File: src/hw/rtl/rdlc_pkg.sv
// Shared types and constants of the relay delay and lockout controller.
package rdlc_pkg;

	localparam int MASK_W = 8;
	localparam int CNT_W = 16;
	localparam int CH_W = 4;

	localparam logic [1:0] OP_TICK = 2'd0;
	localparam logic [1:0] OP_ON = 2'd1;
	localparam logic [1:0] OP_OFF = 2'd2;

	localparam logic [CNT_W-1:0] RECLOSE_RESET = 16'd30;

	typedef struct packed {
		logic [1:0] operation;
		logic [CH_W-1:0] channel;
		logic [CNT_W-1:0] delay_ticks;
	} cmd_item_t;

	typedef struct packed {
		logic [MASK_W-1:0] drive_on_mask;
		logic [MASK_W-1:0] drive_off_mask;
		logic bad_channel;
	} res_item_t;

	typedef struct packed {
		logic tick;
		logic switch_on;
		logic switch_off;
	} chan_ctrl_t;

endpackage

File: src/hw/rtl/rdlc_channel.sv
// State, per-tick update and switch handling of one relay channel.
module rdlc_channel
	import rdlc_pkg::*;
(
	input  logic             clk,
	input  logic             arst_n,
	input  chan_ctrl_t       ctrl,
	input  logic [CNT_W-1:0] delay_ticks,
	input  logic [CNT_W-1:0] reclose_ticks,
	output logic             drive_on,
	output logic             drive_off
);

	logic             mode_on_q;
	logic             close_enabled_q;
	logic [CNT_W-1:0] on_delay_q;
	logic [CNT_W-1:0] off_delay_q;
	logic [CNT_W-1:0] lockout_q;

	assign drive_on = mode_on_q && (on_delay_q == '0) && close_enabled_q;
	assign drive_off = !mode_on_q && (off_delay_q == '0);

	always_ff @(posedge clk or negedge arst_n) begin
		if (!arst_n) begin
			mode_on_q <= 1'b0;
			close_enabled_q <= 1'b0;
			on_delay_q <= '0;
			off_delay_q <= '0;
			lockout_q <= '0;
		end else if (ctrl.tick) begin
			if (mode_on_q) begin
				if (on_delay_q != '0) begin
					on_delay_q <= on_delay_q - CNT_W'(1);
				end
			end else begin
				if (off_delay_q != '0) begin
					off_delay_q <= off_delay_q - CNT_W'(1);
				end
			end
			if (lockout_q != '0) begin
				lockout_q <= lockout_q - CNT_W'(1);
			end else begin
				close_enabled_q <= 1'b1;
			end
		end else if (ctrl.switch_on && !mode_on_q) begin
			mode_on_q <= 1'b1;
			on_delay_q <= delay_ticks;
		end else if (ctrl.switch_off && mode_on_q) begin
			mode_on_q <= 1'b0;
			off_delay_q <= delay_ticks;
			close_enabled_q <= 1'b0;
			lockout_q <= reclose_ticks;
		end
	end

endmodule

File: src/hw/rtl/relay_delay_lockout_controller_unit.sv
// Top level of the relay delay and lockout controller.
//
// The cmd channel carries one item per tick or switching command; the res
// channel returns exactly one result item for every accepted cmd item.
// Both channels use valid and stall: an item moves on a rising edge where
// valid is high and stall is low.
// Every channel's state is updated at the edge where the cmd item is taken,
// and its result item is registered at that edge, in the skid register if
// the result register is held. Throughput is one item per cycle while cmd_stall
// is low; all channels are updated side by side by their own counters.
// When the receiver stalls, the result register holds and one further
// result is parked in a skid register; cmd_stall is raised only while the
// skid register is occupied, so two items may wait before input stops.
// The reclose lockout value is written through cfg_we and cfg_wdata; the user must
// write it only while the block is idle, as the block itself does not enforce this.
// Asynchronous reset puts every channel in OFF mode with all counters at
// zero and close-enable cleared, empties both result registers and sets the
// lockout value to 30 ticks.
module relay_delay_lockout_controller_unit
	import rdlc_pkg::*;
#(
	parameter int CHANNELS = 8
) (
	input  logic             clk,
	input  logic             arst_n,
	input  logic             cfg_we,
	input  logic [CNT_W-1:0] cfg_wdata,
	input  logic             cmd_valid,
	output logic             cmd_stall,
	input  cmd_item_t        cmd,
	output logic             res_valid,
	input  logic             res_stall,
	output res_item_t        res
);

	localparam int CMP_W = CH_W + 1;

	logic [CNT_W-1:0]    reclose_q;
	logic                cmd_fire;
	logic                res_fire;
	logic                is_tick;
	logic                is_cmd;
	logic                bad_ch;
	logic [CHANNELS-1:0] on_vec;
	logic [CHANNELS-1:0] off_vec;
	res_item_t           new_res;
	res_item_t           skid_q;
	logic                skid_valid_q;
	logic                res_valid_q;
	res_item_t           res_q;

	assign cmd_fire = cmd_valid && !cmd_stall;
	assign res_fire = res_valid_q && !res_stall;
	assign is_tick = cmd.operation == OP_TICK;
	assign is_cmd = (cmd.operation == OP_ON) || (cmd.operation == OP_OFF);
	assign bad_ch = is_cmd && ({1'b0, cmd.channel} >= CMP_W'(CHANNELS));

	always_ff @(posedge clk or negedge arst_n) begin
		if (!arst_n) begin
			reclose_q <= RECLOSE_RESET;
		end else if (cfg_we) begin
			reclose_q <= cfg_wdata;
		end
	end

	for (genvar c = 0; c < CHANNELS; c++) begin : g_chan
		chan_ctrl_t ctrl;

		assign ctrl.tick = cmd_fire && is_tick;
		assign ctrl.switch_on = cmd_fire && (cmd.operation == OP_ON)
			&& (cmd.channel == CH_W'(c));
		assign ctrl.switch_off = cmd_fire && (cmd.operation == OP_OFF)
			&& (cmd.channel == CH_W'(c));

		rdlc_channel u_channel (
			.clk           (clk),
			.arst_n        (arst_n),
			.ctrl          (ctrl),
			.delay_ticks   (cmd.delay_ticks),
			.reclose_ticks (reclose_q),
			.drive_on      (on_vec[c]),
			.drive_off     (off_vec[c])
		);
	end

	for (genvar i = 0; i < MASK_W; i++) begin : g_mask
		if (i < CHANNELS) begin : g_used
			assign new_res.drive_on_mask[i] = is_tick && on_vec[i];
			assign new_res.drive_off_mask[i] = is_tick && off_vec[i];
		end else begin : g_unused
			assign new_res.drive_on_mask[i] = 1'b0;
			assign new_res.drive_off_mask[i] = 1'b0;
		end
	end
	assign new_res.bad_channel = bad_ch;

	always_ff @(posedge clk or negedge arst_n) begin
		if (!arst_n) begin
			res_valid_q <= 1'b0;
			skid_valid_q <= 1'b0;
		end else if (res_fire) begin
			if (skid_valid_q) begin
				skid_valid_q <= 1'b0;
			end else if (!cmd_fire) begin
				res_valid_q <= 1'b0;
			end
		end else if (cmd_fire) begin
			if (res_valid_q) begin
				skid_valid_q <= 1'b1;
			end else begin
				res_valid_q <= 1'b1;
			end
		end
	end

	always_ff @(posedge clk) begin
		if (res_fire) begin
			if (skid_valid_q) begin
				res_q <= skid_q;
			end else if (cmd_fire) begin
				res_q <= new_res;
			end
		end else if (cmd_fire) begin
			if (res_valid_q) begin
				skid_q <= new_res;
			end else begin
				res_q <= new_res;
			end
		end
	end

	assign cmd_stall = skid_valid_q;
	assign res_valid = res_valid_q;
	assign res = res_q;

	a_skid_behind_result: assert property (@(posedge clk) disable iff (!arst_n)
		skid_valid_q |-> res_valid_q)
		else $error("Skid register holds an item while the result register is empty.");

	a_skid_only_on_stall: assert property (@(posedge clk) disable iff (!arst_n)
		$rose(skid_valid_q) |-> $past(res_valid_q && res_stall))
		else $error("Skid register filled without a stalled result.");

	a_masks_disjoint: assert property (@(posedge clk) disable iff (!arst_n)
		res_valid_q |-> ((res_q.drive_on_mask & res_q.drive_off_mask) == '0))
		else $error("A channel is driven on and off in the same item.");

	a_bad_no_drive: assert property (@(posedge clk) disable iff (!arst_n)
		(res_valid_q && res_q.bad_channel) |->
		(res_q.drive_on_mask == '0 && res_q.drive_off_mask == '0))
		else $error("A rejected command reported drive bits.");

endmodule

File: config.mk
export PLATFORM = sky130hd
export DESIGN_NAME = relay_delay_lockout_controller_unit
export DESIGN_NICKNAME = d
export VERILOG_FILES = /design/src/hw/rtl/rdlc_pkg.sv /design/src/hw/rtl/rdlc_channel.sv /design/src/hw/rtl/relay_delay_lockout_controller_unit.sv
export SDC_FILE = /design/constraint.sdc
export NUM_CORES = 1
export LEC_CHECK = 0
export ABC_AREA = 1
export BUFFER_PORTS_ARGS = -buffer_cell sky130_fd_sc_hd__buf_2
export CAP_MARGIN = 20
export CELL_PAD_IN_SITES_DETAIL_PLACEMENT = 1
export CELL_PAD_IN_SITES_GLOBAL_PLACEMENT = 1
export CORE_UTILIZATION = 41
export CTS_CLUSTER_SIZE = 10
export DETAILED_ROUTE_END_ITERATION = 12
export PLACE_DENSITY_LB_ADDON = 0.1
export SYNTH_ARGS = -nofsm -noshare
export SYNTH_HDL_FRONTEND = slang
export SYNTH_SLANG_ARGS = --single-unit
File: constraint.sdc
create_clock -name clk -period 2.3 [get_ports clk]
set_clock_uncertainty 0.1 [all_clocks]
set_input_delay 0.115 -clock clk [delete_from_list [all_inputs] [get_ports clk]]
set_output_delay 0.115 -clock clk [all_outputs]
set_load 0.01 [all_outputs]
# --- Word level (Yosys, flattened, before mapping) ---
# Index checks and enable logic that the tools add are counted.
op_classes:
  n_addsub: 24
  magnitude_cmp: 1
  eq_ne: 68
  mux: 156
  bitwise: 2
  n_reduce_logical: 202
op_table:
  columns: ["cell", "n"]
  rows:
  - ["$mux 16", 104]
  - ["$reduce_bool 16->1", 24]
  - ["$sub 16x1->16 const B", 24]
  - ["$logic_not 16->1", 16]
  - ["$mux 17", 5]
  - ["$reduce_and 3->1", 27]
  - ["$logic_and 1x1->1", 78]
  - ["$ne 2x1->1 const B", 32]
  - ["$ne 2x2->1 const B", 27]
  - ["$reduce_bool 2->1", 27]
  - ["$mux 1", 47]
  - ["$reduce_and 4->1", 8]
  - ["$reduce_and 2->1", 9]
  - ["$eq 4x3->1 const B", 4]
  - ["$logic_not 1->1", 10]
  - ["$eq 4x2->1 const B", 2]
  - ["$eq 4x1->1 const B", 1]
  - ["$ge 4x4->1 const B", 1]
  - ["$logic_not 4->1", 1]
  - ["$eq 2x1->1 const B", 1]
  - ["$eq 2x2->1 const B", 1]
  - ["$logic_not 2->1", 1]
  - ["$not 1->1", 2]
  - ["$logic_or 1x1->1", 1]
totals:
  ff_bits: 452
  input_bits: 43
  out_inout_bits: 19
  wordCells: 502

# --- Depth between registers and ports, before layout ---
# Gate-level depths: netlist of the first run.
depth:
  word_depth: 8
  depth_mapped: 13
  mapped_depth_nobuf: 12

# --- By module ---
# Synthesis of the first run repeated with hierarchy kept, for this count alone.
hier_totals:
  hier_cells: 4987
  hier_area_um2: 32018.2
modules_own_cells:
  columns: ["mod", "n_inst", "cells_each", "area_per_inst_um2", "seq_area_each_um2"]
  rows:
  - ["rdlc_channel at g_chan[0].u_channel ...", 4, 592, 3707.3, 1251.2]
  - ["rdlc_channel at g_chan[5].u_channel ...", 2, 595, 3736.1, 1251.2]
  - ["rdlc_channel at g_chan[7].u_channel", 1, 594, 3707.3, 1251.2]
  - ["rdlc_channel at g_chan[4].u_channel", 1, 584, 3595.9, 1251.2]
  - ["relay_delay_lockout_controller_unit", 1, 251, 2413.6, 1476.4]

# --- Worst setup path after synthesis of the first run ---
# OpenSTA, ideal clock, no wires.
synth_timing:
  kind: "register to register"
  startpoint: "reg skid_valid_q (netlist: cmd_stall)"
  endpoint: "reg res_q (netlist bit res[0]), enable pin"
  setup_ns: 0.417
  arrival_time_ns: 1.917
  t_required_ns: 1.783
  slack_ns: -0.134
  path_stages_with_launch: 4
  n_path_buf: 0
  synth_period_minus_slack_ns: 2.434
  path_cell_list: "dfrtp_1 inv_2 nand2_1 a21boi_0"
synth_via:
  elab_chain_len: 4
  elab_cells_between_ends: 5
  cone_classes: "reduce/logical (5)"
synth_lines:
  columns: ["element", "line", "rtl"]
  rows:
  - ["start, declared", "relay_delay_lockout_controller_unit.sv:48", "logic skid_valid_q;"]
  - ["start signal, assigned", "relay_delay_lockout_controller_unit.sv:100", "skid_valid_q <= 1'b0;"]
  - ["start signal, assigned", "relay_delay_lockout_controller_unit.sv:103", "skid_valid_q <= 1'b0;"]
  - ["start signal, assigned", "relay_delay_lockout_controller_unit.sv:109", "skid_valid_q <= 1'b1;"]
  - ["$logic_not 1->1", "relay_delay_lockout_controller_unit.sv:52", "assign cmd_fire = cmd_valid && !cmd_stall;"]
  - ["$logic_and 1x1->1", "relay_delay_lockout_controller_unit.sv:52", null]
  - ["$reduce_bool 2->1 (no line)", null, null]
  - ["$reduce_and 3->1 (no line) (*)", null, null]
  - ["end signal, assigned", "relay_delay_lockout_controller_unit.sv:119", "res_q <= skid_q;"]
  - ["end signal, assigned", "relay_delay_lockout_controller_unit.sv:121", "res_q <= new_res;"]
  - ["end signal, assigned", "relay_delay_lockout_controller_unit.sv:127", "res_q <= new_res;"]
  - ["end, declared", "relay_delay_lockout_controller_unit.sv:50", "res_item_t res_q;"]
# Every way passes the cells marked *; elsewhere a longest branch is shown, timed or not.
# A chain may end at the register's enable or synchronous reset.

# --- Worst setup path after layout of the first run ---
layout_timing:
  startpoint: "reg skid_valid_q (netlist: cmd_stall)"
  endpoint: "reg g_chan[7].u_channel.lockout_q[0]"
layout_via:
  elab_chain_len: 7
  elab_cells_between_ends: 14
  cone_classes: "eq/ne (2); mux (1); reduce/logical (11)"
layout_lines:
  columns: ["element", "line", "rtl"]
  rows:
  - ["$logic_not 1->1 (*)", "relay_delay_lockout_controller_unit.sv:52", null]
  - ["$logic_and 1x1->1 (*)", "relay_delay_lockout_controller_unit.sv:52", null]
  - ["$logic_and 1x1->1, on equally long branches", "relay_delay_lockout_controller_unit.sv:70, relay_delay_lockout_controller_unit.sv:72", null]
  - ["$logic_and 1x1->1, on equally long branches", "relay_delay_lockout_controller_unit.sv:71, relay_delay_lockout_controller_unit.sv:73", null]
  - ["$logic_and 1x1->1, on equally long branches", "rdlc_channel.sv:45, rdlc_channel.sv:48", null]
  - ["$ne 2x2->1 (no line) / $reduce_bool 2->1 (equally long branches)", null, null]
  - ["$reduce_and 3->1 (no line)", null, null]
  - ["end signal, assigned", "rdlc_channel.sv:41", "lockout_q <= lockout_q - CNT_W'(1);"]
  - ["end signal, assigned", "rdlc_channel.sv:52", "lockout_q <= reclose_ticks;"]
  - ["end, declared", "rdlc_channel.sv:18", "logic [CNT_W-1:0] lockout_q;"]
# Marked as above.

==> results of run 1 <==
[final timing paths]
kind,startpoint,slack [ns],cells past startpoint,endpoint
max in group asynchronous,arst_n,1.58,3,reclose_q[4]
worst max-delay path,cmd_stall,0.05,9,g_chan[7].u_channel.lockout_q[0]
min in group asynchronous,arst_n,0.15,3,g_chan[0].u_channel.on_delay_q[3]
worst min-delay path,cmd[1],0.06,6,g_chan[2].u_channel.on_delay_q[1]
worst min register to register,g_chan[4].u_channel.on_delay_q[15],0.41,2,g_chan[4].u_channel.on_delay_q[15]
worst max register to register,cmd_stall,0.05,9,g_chan[7].u_channel.lockout_q[0]
[final cells by class]
cell class,count,area (µm²),area share
inverter,442,1677,0.04829
timing repair buffer,311,2723,0.07841
clock inverter,14,167.7,0.004829
clock buffer,92,1740,0.05012
sequential,452,11490,0.3308
multi-input combinational,3674,15740,0.4533
tap,950,1189,0.03423
[worst register-to-register path, cell delays in order, from the launching register on]
cell	delay, ns
dfrtp_1	0.39
inv_2	0.13
nand3_4	0.16
nor2_1	0.22
buf_4	0.17
nand3_1	0.21
nand2_1	0.30
inv_2	0.22
nand2_1	0.12
o21ai_0	0.09
[cells by family (layout without fill, tap and decap cells)]
kind of cell | after synthesis | count (layout) | share of synthesized area
AND/OR/NAND/NOR | 3158 | 3158 | 0.4257
XOR/XNOR | 56 | 56 | 0.01660
buffers and inverters | 578 | 859 | 0.07951
flip-flops | 452 | 452 | 0.3889
adder cells (fa/ha/maj) | 27 | 27 | 0.01144
multiplexers | 16 | 16 | 0.006100
AO/OA/AOI/OAI | 417 | 417 | 0.07176
[metrics by stage]
stage | utilization | setup TNS, ns | cells
final | 0.4866 | 0 | 5935
after detailed placement | 0.4511 | 0 | 5771
after CTS | 0.4861 | 0 | 5935
after global placement | 0.4511 | 0 | 5771
after floorplan | - | 0 | 4704
after global routing | 0.4866 | -0.03386 | 5935
[placed cells by master (no fill, tap or decap), types with 6 or more instances in the layout]
| cell type | instances |
|---|---|
| buf_2 | 60 |
| buf_4 | 162 |
| mux2_2 | 16 |
| nor4_1 | 6 |
| dlygate4sd3_1 | 57 |
| nand3b_1 | 16 |
| xor2_1 | 47 |
| a21oi_1 | 59 |
| o21ai_0 | 317 |
| o21ai_1 | 26 |
| edfxtp_1 | 34 |
| xnor2_1 | 9 |
| nand2_1 | 2031 |
| clkinv_2 | 9 |
| nor2_2 | 8 |
| nand4_1 | 33 |
| clkbuf_1 | 19 |
| nor3_1 | 15 |
| or2_2 | 6 |
| dfrtp_1 | 414 |
| buf_12 | 31 |
| clkbuf_8 | 14 |
| ha_1 | 26 |
| inv_1 | 421 |
| nor2_1 | 657 |
| clkbuf_16 | 59 |
| nand3_1 | 371 |
| inv_2 | 16 |
[power by group through the flow]
stage	Sequential, µW	Combinational, µW	Clock [µW]
after floorplan	14400	13000	0
after global placement	15600	17300	0
after detailed placement	15600	17900	0
after CTS	15600	18200	9440
after global routing	16200	21000	9700
final	15600	18200	9250
[registers in the layout, indices dropped and copies added (netlist names)]
signal	cells
g_chan.u_channel.lockout_q	128
g_chan.u_channel.off_delay_q	128
g_chan.u_channel.on_delay_q	128
res	17
skid_q	17
reclose_q	16
g_chan.u_channel.close_enabled_q	8
g_chan.u_channel.mode_on_q	8
cmd_stall	1
res_valid	1
[timing repair]
item                                   CTS  global route
endpoints found under the hold margin  595             0
resized for setup                        0            15
setup endpoints to repair                0            77
setup buffers                            0             0
hold buffers                            58             0
[metal layers]
layer / routed length [µm] / global-route usage
met5: 0 / 0
met4: 2740 / 0.07716
met3: 3125 / 0.02783
met2: 50320 / 0.5013
met1: 51130 / 0.4014
==> results by group, run 1 <==
Outcome
  – Status: completed

Pwr
  – Switching Share: 0.4584
  – Worst vdd ir: 0.6844 mV
  – Net Sw Power: 19760 µW
  – PwrDens: 1242 nW/µm²
  – Clock power share: 0.215
  – Cell-internal power: 23350 µW
  – Lkg Pwr: 0.01787 µW
  – Total power: 43110 µW
  – Part of the power in combinational logic: 0.423
  – Flop pwr share: 0.363

Flow run
  – MaxCap Viol Count: 0

Route
  – First drt pass iteration count: 5
  – Post-DRT Antenna Nets: 0
  – WL/cell: 18.08 µm
  – Mean number of vias per cell: 5.197
  – Drc violations: 0
  – Total routed wirelength: 107.3 mm
  – Initial DRC count: 1595
  – Vias: 30842

Finish
  – Layout cells sized above 1: 0.08185
  – Final nets: 5009
  – Fin area: 34720 µm²
  – Area delta synth->final: 17.55%
  – Fillers: 9575
  – Diode count: 0

Placed design
  – Pre-CTS WS: 0.03192 ns
  – Global placement routability congestion: 0.8770
  – Port Buf Inserts: 61
  – Placed cell area: 32190 µm²
  – DP HPWL: 73.93 mm

STA
  – Final setup margin: 0.05493 ns
  – Fin crit share: 0.9761
  – Max Clk Rate: 445.4 MHz
  – Final setup vio count: 0
  – Pins Over Slew Limit: 0
  – Worst-Margin Slew: 0.6046 ns
  – Endpoints failing hold: 0
  – Final hold slack: 0.05899 ns
  – Setup repair after global routing missed its margin: yes
  – Slew HR: 0.5965
  – Minimum clock period: 2.245 ns

Floorplan
  – Initial core utilization: 0.4139
  – Core Area: 71360 µm²
  – Die height: 270.4 µm
  – I/O pin count: 62
  – Number of core rows: 98
  – Overall die area: 73120 µm²
  – Die width: 270.4 µm

Worst setup path
  – CP Capture Type: register
  – Required time worst endpoint: 2.69 ns
  – Max Fanout on Critical Path: 19
  – Crit-path max cell delay: 0.39 ns
  – Top delay family on crit path: simple AND/OR/NAND/NOR gates
  – CP Cell Sequence: inv_2, nand3_4, nor2_1, buf_4, nand3_1, nand2_1, inv_2, nand2_1, o21ai_0
  – Worst setup SP type: register
  – WP data arrival: 2.64 ns
  – Critical path class: register to register
  – Slowest CP cell: dfrtp_1
  – Buf/Inv on CP: 3

Clock tree
  – CTS Buf Count: 58
  – Root buf cell: clkbuf_16
  – CTS clk-pin slew, worst paths: 0.06 ns
  – CTS tree: done
  – H-Tree Level Count: 2
  – Clk Latency, worst-skew pair: 0.63 ns
  – Clk buf depth: 3
  – CTS Sinks: 452

Global route
  – Remaining global-route overflow: 0
  – Largest net degree at the start of global routing: 51
  – Initial antenna violation count: 0
  – Vias in the first global route: 31764
  – GR Util All Layers: 0.2953
  – First-pass GRT wire length: 173.6 mm

Yosys
  – Commonest cells in the netlist: nand2_1 (2031), nor2_1 (664), inv_1 (421), dfrtp_1 (414), nand3_1 (372)
  – Main flop type after synthesis: dfrtp_1
  – Yosys warnings: 0
  – #FFs+latches synth: 452
  – Cell Area, Synth: 29540 µm²
  – Yosys top cell area share: 0.3507
  – Synth Instances: 4704
  – Post-synthesis sequential area ratio: 0.3889
  – Syn_nets: 4774
  – EDFF count, synth: 34
  – Share of synthesized registers carrying an async set or reset: 0.9248
  – Post-synth top area cell: dfrtp_1
  – Top-count cell post-synth: nand2_1
  – Yosys cell types: 39
  – Syn_area_per_cell: 6.279 µm²
  – Area contributors post-synth: dfrtp_1 (35%), nand2_1 (26%), nor2_1 (8.4%)

Min path
  – HP Class: input port to register
No activity file was read; power rests on OpenSTA's default activity.
==> inputs of run 2 (changes only) <==
PLACE_DENSITY = 0.74   (was default)
PLACE_DENSITY_LB_ADDON = default   (was 0.1)
==> results by group, run 2 (synthesized netlist as in run 1, its figures left out) <==
Outcome
  – Status: completed

Finish
  – Biggest registers after layout: g_chan.u_channel.lockout_q (128), g_chan.u_channel.off_delay_q (128), g_chan.u_channel.on_delay_q (128)
  – Layout cells sized above 1: 0.07958 (-0.002264)
  – Most frequent cells in the layout: nand2_1 (2028), nor2_1 (659), inv_1 (417), dfrtp_1 (414), nand3_1 (369)
  – Fin area: 34530 µm² (-0.55%)
  – Fillers: 9671 (+1.0%)
  – Area delta synth->final: 16.91%
  – Final core occ: 0.4839 (-0.002665)
  – Final nets: 5002 (-0.14%)
  – Finished Layout Cells: 5928 (-0.12%)
  – Storage cell area: 11490 µm² (unchanged)
  – Most common cell after layout, fill and taps aside: nand2_1
  – Multi-input gate area: 15770 µm² (+0.19%)

STA
  – Setup repair after global routing missed its margin: yes
  – Slew HR: 0.5473 (-0.04918)
  – Max Clk Rate: 446.0 MHz (+0.12%)
  – Fin crit share: 0.9749 (-0.001184)
  – Pins Over Slew Limit: 0 (unchanged)
  – Minimum clock period: 2.242 ns (-0.002724 ns)
  – Final setup margin: 0.05766 ns (+0.002724 ns)
  – Final setup vio count: 0 (unchanged)
  – Worst-Margin Slew: 0.6783 ns (+0.07369 ns)
  – Endpoints failing hold: 0 (unchanged)

Flow run
  – MaxCap Viol Count: 0 (unchanged)

Worst setup path
  – CP Capture Type: register
  – CP Cell Sequence: inv_2, nand3_2, inv_2, nand3_1, nand2_1, nand2_4, buf_4, o21ai_0, nand2_1
  – Worst setup SP type: register
  – Top delay family on crit path: simple AND/OR/NAND/NOR gates
  – Buf/Inv on CP: 3 (unchanged)
  – Critical path class: register to register
  – Register-to-register setup slack: 0.06 ns (about the same)
  – Crit. Startpoint: cmd_stall
  – Max Fanout on Critical Path: 10 (-9)
  – Crit-path max cell delay: 0.40 ns (about the same)
  – WP data arrival: 2.65 ns (about the same)
  – Worst R2R Start: cmd_stall
  – Slowest CP cell: dfrtp_1
  – Required time worst endpoint: 2.71 ns (+0.02 ns)

Floorplan
  – Die height: 270.4 µm (unchanged)
  – Die width: 270.4 µm (unchanged)
  – Overall die area: 73120 µm² (unchanged)
  – I/O pin count: 62 (unchanged)
  – Core Area: 71360 µm² (unchanged)
  – Initial core utilization: 0.4139 (unchanged)
  – Number of core rows: 98 (unchanged)

Route
  – First drt pass iteration count: 7 (+2)
  – Post-DRT Antenna Nets: 0 (unchanged)
  – Drc violations: 0 (unchanged)
  – Initial DRC count: 1993 (+25%)
  – Total routed wirelength: 106.7 mm (-0.61%)
  – Vias: 30910 (+0.22%)
  – WL/cell: 17.99 µm (-0.49%)
  – Mean number of vias per cell: 5.214 (+0.34%)

Global route
  – Largest net degree at the start of global routing: 62 (+22%)
  – GR Util All Layers: 0.2927 (-0.002590)
  – First-pass GRT wire length: 172.7 mm (-0.53%)
  – Vias in the first global route: 31730 (-0.11%)
  – Initial antenna violation count: 2 (+2)
  – Remaining global-route overflow: 0 (unchanged)

Pwr
  – PwrDens: 1231 nW/µm² (-0.85%)
  – Total power: 42510 µW (-1.4%)
  – Lkg Pwr: 0.01766 µW (-1.2%)
  – Worst vdd ir: 0.6733 mV (-1.6%)

Placed design
  – DP HPWL: 72.71 mm (-1.7%)
  – Placed Cells incl. Taps: 5752 (-0.33%)
  – Global placement routability congestion: 0.8721 (-0.56%)
  – Placed cell area: 32000 µm² (-0.60%)
  – Pre-CTS WS: -0.01856 ns (-0.05048 ns)
  – Port Buf Inserts: 61 (unchanged)

Clock tree
  – CTS Buf Count: 57 (-1.7%)
  – H-Tree Level Count: 2 (unchanged)
  – Clk buf depth: 3 (unchanged)
  – CTS Sinks: 452 (unchanged)
  – Clk Latency, worst-skew pair: 0.64 ns (about the same)
  – CTS tree: done
  – CTS clk-pin slew, worst paths: 0.06 ns (about the same)
  – Root buf cell: clkbuf_16

Min path
  – Hold wc startpoint: cmd[9]
  – HP Class: input port to register
[run 2: stage by stage]
stage	hold WS (ns)	TNS (ns)
2_1_floorplan	-0.2806	0
3_3_place_gp	-0.02703	0
3_5_place_dp	-0.02493	-0.07766
4_1_cts	0.004463	0
5_1_grt	0.06452	-0.02100
6_report	0.04740	0
[run 2: worst register-to-register path, delay by kind of cell (launching register included)]
family / cells / cell delay, ns
AND/OR/NAND/NOR: 5 / 0.92
buffers and inverters: 3 / 0.47
AO/OA/AOI/OAI: 1 / 0.23
flip-flops: 1 / 0.40
[run 2: path summary, 6_finish.rpt]
path	cells after the start	end
worst max-delay path	9	g_chan[4].u_channel.lockout_q[3]
worst min-delay path	6	g_chan[2].u_channel.on_delay_q[9]
worst max register to register	9	g_chan[4].u_channel.lockout_q[3]
worst min register to register	2	g_chan[4].u_channel.lockout_q[8]
max in group asynchronous	3	reclose_q[2]
min in group asynchronous	3	g_chan[0].u_channel.on_delay_q[9]
[run 2: repair_timing]
item | in CTS | in global routing
gates cloned | 2 | 8
endpoints found under the setup margin | 1 | 190
gates resized for setup | 4 | 41
hold buffers | 59 | 0
setup buffers | 2 | 1
endpoints found under the hold margin | 596 | 0
[run 2: cell type report]
type | count | area share
inverter | 442 | 0.04946
clock inverter | 8 | 0.001920
tap | 950 | 0.03442
clock buffer | 95 | 0.04866
sequential | 452 | 0.3326
timing repair buffer | 295 | 0.07392
timing repair inverter | 10 | 0.002174
multi-input combinational | 3674 | 0.4567
antenna | 2 | 0.0001449
[run 2: layer usage]
metal,vias to the layer above,global-route usage,part of all wire
met5,-,0,0
met4,0,0.06958,0.021
met3,133,0.02996,0.035
met2,473,0.4945,0.47
met1,15155,0.4011,0.47
li1,15149,-,-
[run 2: power breakdown]
part | switching, µW | internal, µW
combinational | 12000 | 6270
sequential | 3940 | 11600
clock | 3730 | 4940
total | 19700 | 22800
==> inputs of run 3 (changes only) <==
PLACE_DENSITY = 0.82   (was 0.74)
==> results by group, run 3 (synthesized netlist as in run 1, its figures left out) <==
Floorplan
  – Initial core utilization: 0.4139 (unchanged)
  – Core Area: 71360 µm² (unchanged)
  – Overall die area: 73120 µm² (unchanged)
  – Number of core rows: 98 (unchanged)
  – Die width: 270.4 µm (unchanged)
  – Die height: 270.4 µm (unchanged)
  – I/O pin count: 62 (unchanged)

Placed design
  – Pre-CTS WS: -0.02736 ns (-0.008805 ns)
  – Port Buf Inserts: 61 (unchanged)
  – DP HPWL: 71.62 mm (-1.5%)
  – Placed cell area: 31950 µm² (-0.16%)
  – Global placement routability congestion: 0.8654 (-0.77%)

Route
  – Mean number of vias per cell: 5.303 (+1.7%)
  – WL/cell: 18.03 µm (+0.22%)
  – Post-DRT Antenna Nets: 0 (unchanged)
  – First drt pass iteration count: 7 (unchanged)
  – Drc violations: 0 (unchanged)
  – Total routed wirelength: 106.6 mm (-0.10%)
  – Initial DRC count: 1802 (-9.6%)
  – Vias: 31337 (+1.4%)

Global route
  – Remaining global-route overflow: 0 (unchanged)
  – First-pass GRT wire length: 172.2 mm (-0.32%)
  – Vias in the first global route: 32319 (+1.9%)
  – Initial antenna violation count: 2 (unchanged)
  – Largest net degree at the start of global routing: 72 (+16%)
  – GR Util All Layers: 0.2913 (-0.001464)

STA
  – Fin crit share: 0.9717 (-0.003237)
  – Pins Over Slew Limit: 0 (unchanged)
  – Max Clk Rate: 447.4 MHz (+0.33%)
  – Final hold slack: 0.006727 ns (-0.04067 ns)
  – Slew HR: 0.6167 (+0.06939)
  – Minimum clock period: 2.235 ns (-0.007445 ns)
  – Worst-Margin Slew: 0.5729 ns (-0.1055 ns)
  – Final setup margin: 0.06510 ns (+0.007445 ns)
  – Endpoints failing hold: 0 (unchanged)
  – Setup repair after global routing missed its margin: yes
  – Final setup vio count: 0 (unchanged)

Worst setup path
  – Crit. Startpoint: cmd_stall
  – CP Capture Type: register
  – Worst setup SP type: register
  – Required time worst endpoint: 2.68 ns (-0.03 ns)
  – Max Fanout on Critical Path: 20 (+10)
  – WP data arrival: 2.61 ns (-0.04 ns)
  – Critical path class: register to register
  – Worst R2R Start: cmd_stall
  – Register-to-register setup slack: 0.07 ns (about the same)

Finish
  – Most frequent cells in the layout: nand2_1 (2026), nor2_1 (656), inv_1 (418), dfrtp_1 (414), nand3_1 (366)
  – Diode count: 0 (-2)
  – Most common cell after layout, fill and taps aside: nand2_1
  – Final nets: 4991 (-0.22%)
  – Fillers: 9577 (-0.97%)
  – Fin area: 34490 µm² (-0.12%)
  – Biggest registers after layout: g_chan.u_channel.lockout_q (128), g_chan.u_channel.off_delay_q (128), g_chan.u_channel.on_delay_q (128)
  – Final core occ: 0.4833 (-0.0005960)
  – Area delta synth->final: 16.76%
  – Layout cells sized above 1: 0.07945 (-0.0001305)

Pwr
  – Worst vdd ir: 0.6965 mV (+3.5%)
  – Lkg Pwr: 0.01764 µW (-0.11%)
  – PwrDens: 1236 nW/µm² (+0.40%)

Clock tree
  – CTS tree: done
  – Clk Latency, worst-skew pair: 0.63 ns (about the same)
  – Clk buf depth: 3 (unchanged)
  – CTS Sinks: 452 (unchanged)
  – CTS clk-pin slew, worst paths: 0.06 ns (about the same)
  – CTS Buf Count: 56 (-1.8%)
  – H-Tree Level Count: 2 (unchanged)
  – Root buf cell: clkbuf_16

Min path
  – Hold wc startpoint: cmd[1]
  – HP Class: input port to register

Outcome
  – Status: completed

Flow run
  – MaxCap Viol Count: 0 (unchanged)
-- run 3: cell types whose count changed in the layout (fill, tap and decap cells not counted), moves of 3 or more --
cell	change
clkinvlp_4	-3
clkbuf_1	-9
clkbuf_8	+4
buf_4	-12
nand3_1	-3
nor2_1	-3
nor2_2	+5
buf_6	+3
-- run 3: worst paths after layout --
kind | to | cells past startpoint
hold reg to reg | g_chan[3].u_channel.close_enabled_q | 2
max in group asynchronous | reclose_q[9] | 3
hold / removal | g_chan[3].u_channel.off_delay_q[1] | 6
setup / recovery | g_chan[2].u_channel.off_delay_q[1] | 10
setup reg to reg | g_chan[2].u_channel.off_delay_q[1] | 10
min in group asynchronous | g_chan[0].u_channel.on_delay_q[0] | 3
-- run 3: per-stage QoR --
step | TNS (ns) | power (µW) | instances
2_1_floorplan | 0 | 27410 | 4704
3_3_place_gp | 0 | 32330 | 5745
3_5_place_dp | -0.02876 | 33370 | 5745
4_1_cts | 0 | 42540 | 5900
6_report | 0 | 42620 | 5909
5_1_grt | -0.1024 | 46350 | 5909
-- run 3: critical path, cell delays in order, from the launching register on --
cell     delay (ns)
dfrtp_1        0.41
inv_2          0.14
nand3_4        0.17
buf_12         0.22
nor2_1         0.36
inv_1          0.15
nand3_1        0.13
inv_1          0.07
buf_4          0.18
nand2_1        0.06
o21ai_0        0.08
-- run 3: layer usage --
| metal | global-route usage | up-vias | wire (µm) |
|---|---|---|---|
| met1 | 0.3801 | 15380 | 47530 |
| li1 | - | 15137 | - |
| met3 | 0.03067 | 189 | 4779 |
| met4 | 0.08608 | 2 | 3210 |
| met5 | 0 | - | 8 |
| met2 | 0.5061 | 629 | 51030 |
-- run 3: layout make-up --
class | count | area (µm²) | area share
Clock inverter | 7 | 75.07 | 0.002177
Timing Repair Buffer | 287 | 2506 | 0.07266
Sequential cell | 452 | 11490 | 0.3330
Clock buffer | 89 | 1677 | 0.04861
Tap cell | 950 | 1189 | 0.03446
Multi-Input combinational cell | 3674 | 15800 | 0.4580
Inverter | 442 | 1702 | 0.04934
Timing Repair inverter | 8 | 60.06 | 0.001741
-- run 3: timing repair --
item | 4_1_cts | 5_1_grt
cloned | 0 | 8
endpoints found under the hold margin | 592 | 0
hold buffers | 59 | 0
endpoints found under the setup margin | 5 | 175
setup buffers | 0 | 1
resized for setup | 3 | 49
-- run 3: power by group --
group          total (µW)  internal, µW  switching [µW]  leakage [µW]
Sequential          15600         11600            4010       0.00553
Clock                8730          5050            3680      0.000862
Combinational       18300          6200           12100        0.0113
Total               42600         22900           19800        0.0176
